## src/design/samm_pkg.sv

```systemverilog
// ----------------------------------------------------------------------------
// samm_pkg
// Shared types and constants for the stick arming and quad motor mixer.
// ----------------------------------------------------------------------------
package samm_pkg;

    localparam int unsigned CFG_ADDR_W = 5;
    localparam int unsigned CFG_DATA_W = 32;

    localparam logic [11:0] MOTOR_MAX = 12'd4095;

    // register indexes (byte address / 4)
    typedef enum logic [2:0] {
        REG_THROTTLE_ARM_LEVEL = 3'd0,
        REG_STICK_LEFT_LEVEL   = 3'd1,
        REG_STICK_RIGHT_LEVEL  = 3'd2,
        REG_HOLD_TICKS         = 3'd3,
        REG_PLUS_HOLD_TICKS    = 3'd4,
        REG_MIN_MOTOR          = 3'd5
    } reg_idx_t;

    typedef struct packed {
        logic        [10:0] throttle;
        logic signed [11:0] roll_stick;
        logic signed [11:0] pitch_stick;
        logic signed [11:0] yaw_stick;
        logic        [15:0] timer_now;
    } in_item_t;

    typedef struct packed {
        logic [11:0] motor_front;
        logic [11:0] motor_left;
        logic [11:0] motor_right;
        logic [11:0] motor_rear;
        logic        is_armed;
        logic        x_layout;
        logic        gesture_done;
    } out_item_t;

    typedef struct packed {
        logic        [10:0] throttle_arm_level;
        logic signed [11:0] stick_left_level;
        logic signed [11:0] stick_right_level;
        logic        [15:0] hold_ticks;
        logic        [15:0] plus_hold_ticks;
        logic        [11:0] min_motor;
    } cfg_t;

    typedef struct packed {
        logic armed_now;
        logic x_mode_now;
        logic armed_next;
        logic x_mode_next;
        logic done;
    } gest_status_t;

endpackage

```

## src/design/samm_cfg.sv

```systemverilog
// ----------------------------------------------------------------------------
// samm_cfg
// APB register bank holding the thresholds, hold times and motor floor.
// ----------------------------------------------------------------------------
module samm_cfg (
    input  logic                                aclk,
    input  logic                                aresetn,
    input  logic                                psel,
    input  logic                                penable,
    input  logic                                pwrite,
    input  logic [samm_pkg::CFG_ADDR_W-1:0]     paddr,
    input  logic [samm_pkg::CFG_DATA_W-1:0]     pwdata,
    output logic [samm_pkg::CFG_DATA_W-1:0]     prdata,
    output logic                                pready,
    output samm_pkg::cfg_t                      cfg
);
    import samm_pkg::*;

    cfg_t     cfg_reg;
    reg_idx_t idx;

    assign idx    = reg_idx_t'(paddr[CFG_ADDR_W-1:2]);
    assign pready = 1'b1;
    assign cfg    = cfg_reg;

    always_ff @(posedge aclk) begin
        if (!aresetn) begin
            cfg_reg.throttle_arm_level <= 11'd100;
            cfg_reg.stick_left_level   <= -12'sd500;
            cfg_reg.stick_right_level  <= 12'sd500;
            cfg_reg.hold_ticks         <= 16'd1000;
            cfg_reg.plus_hold_ticks    <= 16'd16;
            cfg_reg.min_motor          <= 12'd10;
        end else if (psel && penable && pwrite) begin
            case (idx)
                REG_THROTTLE_ARM_LEVEL: cfg_reg.throttle_arm_level <= pwdata[10:0];
                REG_STICK_LEFT_LEVEL:   cfg_reg.stick_left_level   <= pwdata[11:0];
                REG_STICK_RIGHT_LEVEL:  cfg_reg.stick_right_level  <= pwdata[11:0];
                REG_HOLD_TICKS:         cfg_reg.hold_ticks         <= pwdata[15:0];
                REG_PLUS_HOLD_TICKS:    cfg_reg.plus_hold_ticks    <= pwdata[15:0];
                REG_MIN_MOTOR:          cfg_reg.min_motor          <= pwdata[11:0];
                default: ;
            endcase
        end
    end

    always_comb begin
        case (idx)
            REG_THROTTLE_ARM_LEVEL: prdata = {21'd0, cfg_reg.throttle_arm_level};
            REG_STICK_LEFT_LEVEL:   prdata = {20'd0, cfg_reg.stick_left_level};
            REG_STICK_RIGHT_LEVEL:  prdata = {20'd0, cfg_reg.stick_right_level};
            REG_HOLD_TICKS:         prdata = {16'd0, cfg_reg.hold_ticks};
            REG_PLUS_HOLD_TICKS:    prdata = {16'd0, cfg_reg.plus_hold_ticks};
            REG_MIN_MOTOR:          prdata = {20'd0, cfg_reg.min_motor};
            default:                prdata = '0;
        endcase
    end

endmodule

```

## src/design/samm_gesture.sv

```systemverilog
// ----------------------------------------------------------------------------
// samm_gesture
// Arming, disarming and layout gestures with the shared hold timer.
// ----------------------------------------------------------------------------
module samm_gesture (
    input  logic                    aclk,
    input  logic                    aresetn,
    input  logic                    advance,
    input  samm_pkg::in_item_t      item,
    input  samm_pkg::cfg_t          cfg,
    output samm_pkg::gest_status_t  status
);
    import samm_pkg::*;

    typedef struct packed {
        logic [15:0] start;
        logic        running;
        logic        fired;
    } hold_t;

    logic        armed_reg, armed_next;
    logic        x_mode_reg, x_mode_next;
    logic [15:0] hold_start_reg, hold_start_next;
    logic        hold_running_reg, hold_running_next;
    logic        done;

    logic signed [11:0] roll, yaw, left, right;
    logic               thr_down;

    // start the hold if idle, then test the elapsed ticks against the limit
    function automatic hold_t hold_check(logic [15:0] start, logic running,
                                         logic [15:0] now, logic [15:0] limit);
        hold_t       h;
        logic [15:0] elapsed;
        h.start   = running ? start : now;
        h.running = 1'b1;
        elapsed   = now - h.start;
        h.fired   = elapsed > limit;
        if (h.fired) begin
            h.running = 1'b0;
        end
        return h;
    endfunction

    assign roll     = item.roll_stick;
    assign yaw      = item.yaw_stick;
    assign left     = cfg.stick_left_level;
    assign right    = cfg.stick_right_level;
    assign thr_down = item.throttle < cfg.throttle_arm_level;

    always_comb begin
        hold_t h;
        logic  held;
        armed_next        = armed_reg;
        x_mode_next       = x_mode_reg;
        hold_start_next   = hold_start_reg;
        hold_running_next = hold_running_reg;
        held              = 1'b0;
        done              = 1'b0;
        h                 = '0;
        if (thr_down) begin
            // each gesture sees what the earlier ones left
            if (armed_next && yaw < left) begin
                h = hold_check(hold_start_next, hold_running_next,
                               item.timer_now, cfg.hold_ticks);
                held = 1'b1;
                hold_start_next   = h.start;
                hold_running_next = h.running;
                if (h.fired) begin
                    armed_next = 1'b0;
                    done       = 1'b1;
                end
            end
            if (!armed_next && yaw > right) begin
                h = hold_check(hold_start_next, hold_running_next,
                               item.timer_now, cfg.hold_ticks);
                held = 1'b1;
                hold_start_next   = h.start;
                hold_running_next = h.running;
                if (h.fired) begin
                    armed_next = 1'b1;
                    done       = 1'b1;
                end
            end
            if (!armed_next) begin
                if (roll > right) begin
                    h = hold_check(hold_start_next, hold_running_next,
                                   item.timer_now, cfg.hold_ticks);
                    held = 1'b1;
                    hold_start_next   = h.start;
                    hold_running_next = h.running;
                    if (h.fired) begin
                        x_mode_next = 1'b1;
                        done        = 1'b1;
                    end
                end else if (roll < left) begin
                    h = hold_check(hold_start_next, hold_running_next,
                                   item.timer_now, cfg.plus_hold_ticks);
                    held = 1'b1;
                    hold_start_next   = h.start;
                    hold_running_next = h.running;
                    if (h.fired) begin
                        x_mode_next = 1'b0;
                        done        = 1'b1;
                    end
                end
            end
        end
        // drop the hold when no gesture is held
        if (!held) begin
            hold_running_next = 1'b0;
        end
    end

    always_ff @(posedge aclk) begin
        if (!aresetn) begin
            armed_reg        <= 1'b0;
            x_mode_reg       <= 1'b0;
            hold_start_reg   <= '0;
            hold_running_reg <= 1'b0;
        end else if (advance) begin
            armed_reg        <= armed_next;
            x_mode_reg       <= x_mode_next;
            hold_start_reg   <= hold_start_next;
            hold_running_reg <= hold_running_next;
        end
    end

    assign status.armed_now   = armed_reg;
    assign status.x_mode_now  = x_mode_reg;
    assign status.armed_next  = armed_next;
    assign status.x_mode_next = x_mode_next;
    assign status.done        = done;

endmodule

```

## src/design/samm_mixer.sv

```systemverilog
// ----------------------------------------------------------------------------
// samm_mixer
// Plus or X motor mix with floor and high saturation; all motors zero unless armed with throttle up.
// ----------------------------------------------------------------------------
module samm_mixer (
    input  samm_pkg::in_item_t  item,
    input  samm_pkg::cfg_t      cfg,
    input  logic                armed,
    input  logic                x_mode,
    output logic [11:0]         motor_front,
    output logic [11:0]         motor_left,
    output logic [11:0]         motor_right,
    output logic [11:0]         motor_rear
);
    import samm_pkg::*;

    logic signed [14:0] thr, roll, pitch, yaw;
    logic signed [14:0] m1, m2, m3, m4;
    logic               fly;

    function automatic logic [11:0] clamp_motor(logic signed [14:0] v,
                                                logic [11:0] floor_val);
        logic [11:0] r;
        if (v < $signed({3'b000, floor_val})) begin
            r = floor_val;
        end else if (v > $signed({3'b000, MOTOR_MAX})) begin
            r = MOTOR_MAX;
        end else begin
            r = v[11:0];
        end
        return r;
    endfunction

    assign thr   = $signed({4'b0000, item.throttle});
    assign roll  = {{3{item.roll_stick[11]}}, item.roll_stick};
    assign pitch = {{3{item.pitch_stick[11]}}, item.pitch_stick};
    assign yaw   = {{3{item.yaw_stick[11]}}, item.yaw_stick};
    assign fly   = armed && !(item.throttle < cfg.throttle_arm_level);

    always_comb begin
        if (x_mode) begin
            m1 = thr + roll + pitch - yaw;
            m2 = thr + roll - pitch + yaw;
            m3 = thr - roll + pitch + yaw;
            m4 = thr - roll - pitch - yaw;
        end else begin
            m1 = thr + pitch - yaw;
            m2 = thr + roll + yaw;
            m3 = thr - roll + yaw;
            m4 = thr - pitch - yaw;
        end
    end

    assign motor_front = fly ? clamp_motor(m1, cfg.min_motor) : 12'd0;
    assign motor_left  = fly ? clamp_motor(m2, cfg.min_motor) : 12'd0;
    assign motor_right = fly ? clamp_motor(m3, cfg.min_motor) : 12'd0;
    assign motor_rear  = fly ? clamp_motor(m4, cfg.min_motor) : 12'd0;

endmodule

```

## src/design/stick_arming_and_quad_motor_mixer.sv

```systemverilog
// ----------------------------------------------------------------------------
// stick_arming_and_quad_motor_mixer
// Stick gesture arming, plus/X layout selection and four-motor mixing.
// ----------------------------------------------------------------------------
//  port group   direction  contents
//  s_*          in         receiver frame: sticks and tick counter
//  m_*          out        four motor commands and arming status
//  p*           in/out     APB register bank, 4-byte stride
//
//  One frame per cycle unless the result stalls. A frame is taken into the input
//  register, mixed and gated in a single pass, and lands in the result register
//  once that register is free; m_valid rises with it. The arming state moves
//  with each frame as it enters the result register. A stalled result holds
//  the input register full and no more; reset empties both stages and sets
//  disarmed, plus layout, no hold running.
// ----------------------------------------------------------------------------
module stick_arming_and_quad_motor_mixer (
    input  logic                                aclk,
    input  logic                                aresetn,
    input  logic                                s_valid,
    output logic                                s_ready,
    input  samm_pkg::in_item_t                  s_data,
    output logic                                m_valid,
    input  logic                                m_ready,
    output samm_pkg::out_item_t                 m_data,
    input  logic                                psel,
    input  logic                                penable,
    input  logic                                pwrite,
    input  logic [samm_pkg::CFG_ADDR_W-1:0]     paddr,
    input  logic [samm_pkg::CFG_DATA_W-1:0]     pwdata,
    output logic [samm_pkg::CFG_DATA_W-1:0]     prdata,
    output logic                                pready
);
    import samm_pkg::*;

    cfg_t         cfg;
    gest_status_t status;
    in_item_t     in_reg;
    logic         in_valid_reg;
    out_item_t    out_reg, out_next;
    logic         out_valid_reg;
    logic         advance;

    assign advance = in_valid_reg && (!out_valid_reg || m_ready);
    assign s_ready = !in_valid_reg || advance;

    samm_cfg u_cfg (
        .aclk    (aclk),
        .aresetn (aresetn),
        .psel    (psel),
        .penable (penable),
        .pwrite  (pwrite),
        .paddr   (paddr),
        .pwdata  (pwdata),
        .prdata  (prdata),
        .pready  (pready),
        .cfg     (cfg)
    );

    samm_gesture u_gesture (
        .aclk    (aclk),
        .aresetn (aresetn),
        .advance (advance),
        .item    (in_reg),
        .cfg     (cfg),
        .status  (status)
    );

    samm_mixer u_mixer (
        .item        (in_reg),
        .cfg         (cfg),
        .armed       (status.armed_now),
        .x_mode      (status.x_mode_now),
        .motor_front (out_next.motor_front),
        .motor_left  (out_next.motor_left),
        .motor_right (out_next.motor_right),
        .motor_rear  (out_next.motor_rear)
    );

    assign out_next.is_armed     = status.armed_next;
    assign out_next.x_layout     = status.x_mode_next;
    assign out_next.gesture_done = status.done;

    always_ff @(posedge aclk) begin
        if (!aresetn) begin
            in_valid_reg <= 1'b0;
        end else if (s_ready) begin
            in_valid_reg <= s_valid;
        end
    end

    always_ff @(posedge aclk) begin
        if (s_valid && s_ready) begin
            in_reg <= s_data;
        end
    end

    always_ff @(posedge aclk) begin
        if (!aresetn) begin
            out_valid_reg <= 1'b0;
        end else if (advance) begin
            out_valid_reg <= 1'b1;
        end else if (m_ready) begin
            out_valid_reg <= 1'b0;
        end
    end

    always_ff @(posedge aclk) begin
        if (advance) begin
            out_reg <= out_next;
        end
    end

    assign m_valid = out_valid_reg;
    assign m_data  = out_reg;

endmodule

```

## config.mk

```make
export PLATFORM = sky130hd
export DESIGN_NAME = stick_arming_and_quad_motor_mixer
export DESIGN_NICKNAME = d
export VERILOG_FILES = /design/src/design/samm_pkg.sv /design/src/design/samm_cfg.sv /design/src/design/samm_gesture.sv /design/src/design/samm_mixer.sv /design/src/design/stick_arming_and_quad_motor_mixer.sv
export SDC_FILE = /design/constraint.sdc
export NUM_CORES = 1
export LEC_CHECK = 0
export BUFFER_PORTS_ARGS = -buffer_cell sky130_fd_sc_hd__buf_4
export CAP_MARGIN = 20
export CORE_MARGIN = 2
export CORE_UTILIZATION = 67
export CTS_CLUSTER_DIAMETER = 60
export DETAILED_ROUTE_END_ITERATION = 16
export GPL_TIMING_DRIVEN = 0
export PLACE_DENSITY = 0.85
export SYNTH_ARGS = -nofsm -noshare
export SYNTH_HDL_FRONTEND = slang
export SYNTH_SLANG_ARGS = --single-unit
```

## constraint.sdc

```tcl
create_clock -name aclk -period 28 [get_ports aclk]
set_clock_uncertainty 0.05 [all_clocks]
set_input_delay 5.6 -clock aclk [delete_from_list [all_inputs] [get_ports aclk]]
set_output_delay 5.6 -clock aclk [all_outputs]
set_load 0.02 [all_outputs]
```

## Word level (Yosys, flattened, before mapping)

Index checks and enable logic that the tools add are counted.

- Output and inout bits: 86
- Logic and storage cells: 155
- Flip-flop bits (word level): 214
- Input port bits: 107

- Reductions and logical operators: 23
- $lt $le $gt $ge: 17
- Mux-type cells: 66
- Equal/unequal tests: 6
- Add/sub/neg operators: 19

Operator list:

| kind | number |
|---|---|
| 2-to-1 mux 16 bit | 10 |
| 2-to-1 mux 12 bit | 8 |
| one-hot mux 16 bit (6 select lines) | 1 |
| greater-than comparator 16 bit | 4 |
| greater-than comparator 15 x 13 -> 1 bit (second input constant) | 4 |
| less-than comparator 15 x 13 -> 1 bit | 4 |
| 2-to-1 mux 15 bit | 4 |
| adder 13 x 12 -> 14 bit | 4 |
| subtractor 13 x 12 -> 14 bit | 4 |
| subtractor 16 bit | 3 |
| 2-to-1 mux 1 bit | 43 |
| adder 15 x 12 -> 15 bit | 2 |
| subtractor 15 x 12 -> 15 bit | 2 |
| adder 12 x 12 -> 13 bit | 2 |
| subtractor 12 x 12 -> 13 bit | 2 |
| greater-than comparator 12 bit | 2 |
| less-than comparator 12 bit | 2 |
| AND reduction 2 bit | 8 |
| less-than comparator 11 bit | 1 |
| logical AND 1 bit | 7 |
| equality test 3 x 2 -> 1 bit (second input constant) | 2 |
| equality test 3 bit (second input constant) | 2 |
| logical NOT 1 bit | 4 |
| equality test 3 x 1 -> 1 bit (second input constant) | 1 |
| 4 further kinds | 5 |

## Longest topological paths before layout

- Depth after elaboration: 21
- Gate-level depth with buffers: 75

## Cells and area by module

From an unflattened synthesis, not the netlist that was laid out.

- Cell total of the unflattened synthesis: 2752
- Area total of the unflattened synthesis: 24435.9 um^2

Modules (own cells, without submodules):

| module | sequential area each (um^2) | times used | area an instance (um^2) | cells an instance |
|---|---|---|---|---|
| samm_mixer | 0.0 | 1 | 10193.5 | 1338 |
| samm_gesture | 380.4 | 1 | 6854.1 | 888 |
| samm_cfg | 1581.5 | 1 | 3861.2 | 403 |
| stick_arming_and_quad_motor_mixer | 3463.3 | 1 | 3527.1 | 123 |

## Worst setup path after synthesis

OpenSTA, ideal clock, no wires.

- Kind: register to register
- Start: reg u_gesture.hold_running_reg
- End: reg out_reg (netlist bit m_data[0]), data pin
- Cell stages (with the launch flop): 74
- Library setup time: 255 ps
- Data arrival time: 12865 ps
- Data required time: 27695 ps
- Path slack: 14830 ps
- Clock period less this slack: 13170 ps
- Path through: dfxtp_1 > clkbuf_1 > clkbuf_1 > mux2i_1 > fa_1 > a21o_1 > a21oi_1 > o21bai_1 > a21oi_1 > o21bai_1 > a21oi_1 > o21bai_1 > a21oi_1 > o21ai_0 > a21o_1 > a21oi_1 > xnor2_1 > ha_1 > [... 38 more ...] > a2bb2oi_1 > a31oi_4 > o21ai_2 > a2111o_1 > nand3_1 > ha_1 > a21o_1 > a21oi_1 > nor2b_1 > o21ai_0 > nand2b_1 > a21oi_1 > nor2_1 > a211oi_1 > a211oi_1 > inv_1 > a21oi_1 > o21ba_2

- Cells in the longest elaborated chain, start to end: 19
- Elaborated cells on any way between the ends: 37
- Classes of those cells: add/sub (3); order compare (4); mux (28); reduce/logical (2)

RTL lines:

| what | RTL line | source |
|---|---|---|
| start, declared | samm_gesture.sv:24 | `logic hold_running_reg, hold_running_next;` |
| start signal, assigned | samm_gesture.sv:125 | `hold_running_reg <= hold_running_next;` |
| 2-to-1 mux 16 bit | samm_gesture.sv:35 | `h.start = running ? start : now;` |
| subtractor 16 bit | samm_gesture.sv:37 | `elapsed = now - h.start;` |
| greater-than comparator 16 bit | samm_gesture.sv:38 | `h.fired = elapsed > limit;` |
| 2-to-1 mux 1 bit | samm_gesture.sv:39 | `if (h.fired) begin` |
| 2-to-1 mux 1 bit | samm_gesture.sv:63 | `if (armed_next && yaw < left) begin` |
| 2-to-1 mux 1 bit | samm_gesture.sv:61 | `if (thr_down) begin` |
| 2-to-1 mux 16 bit | samm_gesture.sv:35 |  |
| subtractor 16 bit | samm_gesture.sv:37 |  |
| [... 3 more ...] | -- |  |
| 2-to-1 mux 1 bit | samm_gesture.sv:61 |  |
| 2-to-1 mux 16 bit | samm_gesture.sv:35 |  |
| subtractor 16 bit | samm_gesture.sv:37 |  |
| greater-than comparator 16 bit | samm_gesture.sv:38 |  |
| 2-to-1 mux 1 bit | samm_gesture.sv:102 | `if (h.fired) begin` |
| 2-to-1 mux 1 bit | samm_gesture.sv:96 | `end else if (roll < left) begin` |
| 2-to-1 mux 1 bit | samm_gesture.sv:86 | `if (roll > right) begin` |
| 2-to-1 mux 1 bit * | samm_gesture.sv:85 | `if (!armed_next) begin` |
| end signal, assigned | stick_arming_and_quad_motor_mixer.sv:110 | `out_reg <= out_next;` |
| end, declared | stick_arming_and_quad_motor_mixer.sv:40 | `out_item_t out_reg, out_next;` |

Every way passes the cells marked *; elsewhere a longest branch is shown, timed or not. The select of a mux whose other input is x is not followed.
A chain may end at the register's enable or synchronous reset.

## Worst setup path in the final report

- Start: reg u_gesture.hold_running_reg
- End: reg u_gesture.x_mode_reg

- Cells in the longest elaborated chain, start to end: 20
- Elaborated cells on any way between the ends: 34
- Classes of those cells: add/sub (3); order compare (4); mux (25); reduce/logical (2)

RTL lines:

| what | RTL line | source |
|---|---|---|
| 2-to-1 mux 16 bit | samm_gesture.sv:35 |  |
| subtractor 16 bit | samm_gesture.sv:37 |  |
| greater-than comparator 16 bit | samm_gesture.sv:38 |  |
| 2-to-1 mux 1 bit | samm_gesture.sv:39 |  |
| 2-to-1 mux 1 bit | samm_gesture.sv:63 |  |
| 2-to-1 mux 1 bit | samm_gesture.sv:61 |  |
| 2-to-1 mux 16 bit | samm_gesture.sv:35 |  |
| subtractor 16 bit | samm_gesture.sv:37 |  |
| [... 4 more ...] | -- |  |
| 2-to-1 mux 16 bit | samm_gesture.sv:35 |  |
| subtractor 16 bit | samm_gesture.sv:37 |  |
| greater-than comparator 16 bit | samm_gesture.sv:38 |  |
| 2-to-1 mux 1 bit | samm_gesture.sv:102 |  |
| 2-to-1 mux 1 bit | samm_gesture.sv:96 |  |
| 2-to-1 mux 1 bit | samm_gesture.sv:86 |  |
| 2-to-1 mux 1 bit * | samm_gesture.sv:85 |  |
| 2-to-1 mux 1 bit * | samm_gesture.sv:61 |  |
| end signal, assigned | samm_gesture.sv:123 | `x_mode_reg <= x_mode_next;` |
| end, declared | samm_gesture.sv:22 | `logic x_mode_reg, x_mode_next;` |

Marked as above.

==> results.json <==
{
  "drv_cap": 0,
  "wl_per_cell_um": 22.5,
  "routed.top_layer": "met5",
  "ys_warn_count": 0,
  "r2r_end": "u_gesture.x_mode_reg",
  "yosysTopAreaCellShare": 0.211,
  "die_h_um": 192,
  "cts_root_buf": "clkbuf_16",
  "netlist_area_um2": 23600,
  "crit_top_cell": "a21oi_1",
  "coreArea_um2": 34600,
  "clk_latency_ns": 0.60,
  "drtAntennaViolNets": 0,
  "cts_buffers": 27,
  "vias": 22900,
  "post-place-cells": 3458,
  "fin_crit_ns": 16.81,
  "die_w_um": 192,
  "final_common_cell": "ha_1",
  "clk_path_buf_depth": 3,
  "cts_tree": "done",
  "synth_area_leader_cell": "ha_1",
  "grt_usage": 0.428,
  "clock-sinks": 214,
  "hold_end": "u_cfg.cfg[63]",
  "wl_um": 79000,
  "slew-limit-headroom": 0.257,
  "hold_buffers": 0,
  "drv_slew": 0,
  "hold_violations": 0,
  "setup_ws_ns": 11.19,
  "io_pins": 193,
  "layout.nets": 3573,
  "p_total_mw": 1.70,
  "synth.avg_cell_area_um2": 8.35,
  "die-area_um2": 36800,
  "first_pass_iters": 6,
  "final_cell_mix": "ha_1, inv_1, a21oi_1",
  "h-tree-depth": 1,
  "rsz0062_at_grt": "no",
  "whs_path_depth": 2,
  "initial_core_util": 0.683,
  "cts.clk_slew.worst_paths_ns": 0.07,
  "vdd_drop_max_v": 0.0000719,
  "arrival_ns": 17.22,
  "vias_per_cell": 6.52,
  "worstSetupPathType": "reg -> reg",
  "synthFlopType": "edfxtp_1",
  "syn-instance-count": 2833,
  "synth_edf_count": 114,
  "antenna_found_initial": 2,
  "drive_gt1_frac": 0.0927,
  "ys_async_sr_fraction": 0,
  "gp_congestion": 1.03,
  "min-delay-start": "u_cfg.cfg[63]",
  "start_kind": "flop",
  "fin_cells": 3508,
  "largest_reg_flops": 79,
  "fin_setup_tns_ns": 0,
  "setup_viol": 0,
  "max_freq_mhz": 59.5,
  "hpwl_um": 63400,
  "rrSetupSlack_ns": 11.19,
  "post-route-period-util": 0.600,
  "grt_pass1_vias": 22900,
  "drtIter0Drc": 2026,
  "status": "completed",
  "cts-resized-gates": 0,
  "ys_seq_elements": 214,
  "end_kind": "flop",
  "io_buffers": 154,
  "design_area_um2": 26400,
  "cts_setup_buffers": 0,
  "wl_met1_um": 28700,
  "synth.top_cells.by_area": "ha_1, edfxtp_1, dfxtp_1",
  "grt-ovfl-total": 0,
  "area_delta_synth_final_pct": 11.5,
  "min_path_type": "reg -> reg",
  "max_stage_delay_ns": 0.82,
  "route.detailed.drc": 0,
  "cellPowerDensity_nw_per_um2": 64.4,
  "reg2reg_from": "u_gesture.hold_running_reg",
  "grt_pass1_wl_um": 121000,
  "worst_pin_slew_ns": 1.11,
  "rows": 68,
  "cp.required_ns": 28.41,
  "leakagePower_nw": 11.8,
  "pre_cts_ws_ns": 11.66,
  "grt_max_degree": 64,
  "synth.distinct_cells": 84,
  "crit_slowest_cell": "a21boi_0",
  "reg2regPathDepth": 71,
  "wl_met3_um": 7620,
  "path_max_fanout": 10,
  "placed_area_um2": 25500,
  "wl_met2_um": 36600,
  "ys_seq_area_frac": 0.229
}
## power breakdown
group          switching, mW  total, mW  internal, mW
Combinational          0.587      0.977         0.389
Sequential            0.0174      0.362         0.344
Clock                  0.157      0.358         0.201
## metrics by stage
step,utilization,hold WS [ns]
finish,0.761,0.415
CTS,0.761,0.414
detailed placement,0.735,0.405
floorplan,-,0.386
global route,0.761,0.449
global placement,0.734,0.391
## how the worst max path moves through the flow
stage | cells after the start | slack, ns | to | from
after floorplan | 73 | 14.83 | m_data[0] | u_gesture.hold_running_reg
after global placement | 71 | 11.87 | u_gesture.x_mode_reg | u_gesture.hold_running_reg
after detailed placement | 71 | 11.66 | u_gesture.x_mode_reg | u_gesture.hold_running_reg
after CTS | 71 | 11.53 | u_gesture.x_mode_reg | u_gesture.hold_running_reg
after global routing | 71 | 9.83 | u_gesture.x_mode_reg | u_gesture.hold_running_reg
final | 71 | 11.19 | u_gesture.x_mode_reg | u_gesture.hold_running_reg
## metal layers
| metal | vias up | track usage |
|---|---|---|
| li1 | 10500 | - |
| met1 | 10600 | 0.477 |
| met2 | 1411 | 0.727 |
| met3 | 416 | 0.0937 |
| met4 | 4 | 0.301 |
| met5 | - | 0 |
## final cells by class
cell class,count,area (um2)
Antenna cell,1,2.50
Tap cell,455,569
Buffer,95,434
Timing Repair Buffer,155,1180
Clock buffer,31,733
Fill cell,2518,8270
Multi-Input combinational cell,2249,16800
Inverter,290,1090
Clock inverter,18,170
Sequential cell,214,5430
## cells in the mapped netlist (33+ instances only)
library cell,instances
a21oi_1,276
nor2_1,220
dfxtp_1,100
nor3_1,36
fa_1,36
xnor2_1,109
a21o_1,50
o21a_1,40
edfxtp_1,114
inv_1,289
xor2_1,55
mux2i_1,94
nand2_1,244
ha_1,398
clkbuf_1,66
nor2b_1,48
o211ai_1,33
o21ai_0,166
## logic make-up (layout without fill, tap and decap cells)
| kind of cell | Yosys count | after routing | share of synthesized area |
|---|---|---|---|
| AO/OA/AOI/OAI | 811 | 811 | 0.219 |
| AND/OR/NAND/NOR | 721 | 721 | 0.141 |
| adder cells (fa/ha/maj) | 435 | 435 | 0.242 |
| buffers and inverters | 385 | 589 | 0.0644 |
| flip-flops | 214 | 214 | 0.229 |
| XOR/XNOR | 164 | 164 | 0.0608 |
| multiplexers | 101 | 101 | 0.0431 |
| other | 2 | 18 | 0.000318 |
## critical path, delay by kind of cell (launching register included)
family,cells,cell delay [ns]
AOI/OAI and AO/OA,37,8.37
xor gates and xnor gates,3,0.56
adders and majority gates,8,2.22
buffers and inverters,7,2.23
DFF,1,0.32
muxes,2,0.66
and+or+nand+nor,14,2.26
Power figures use the tool's default switching activity.
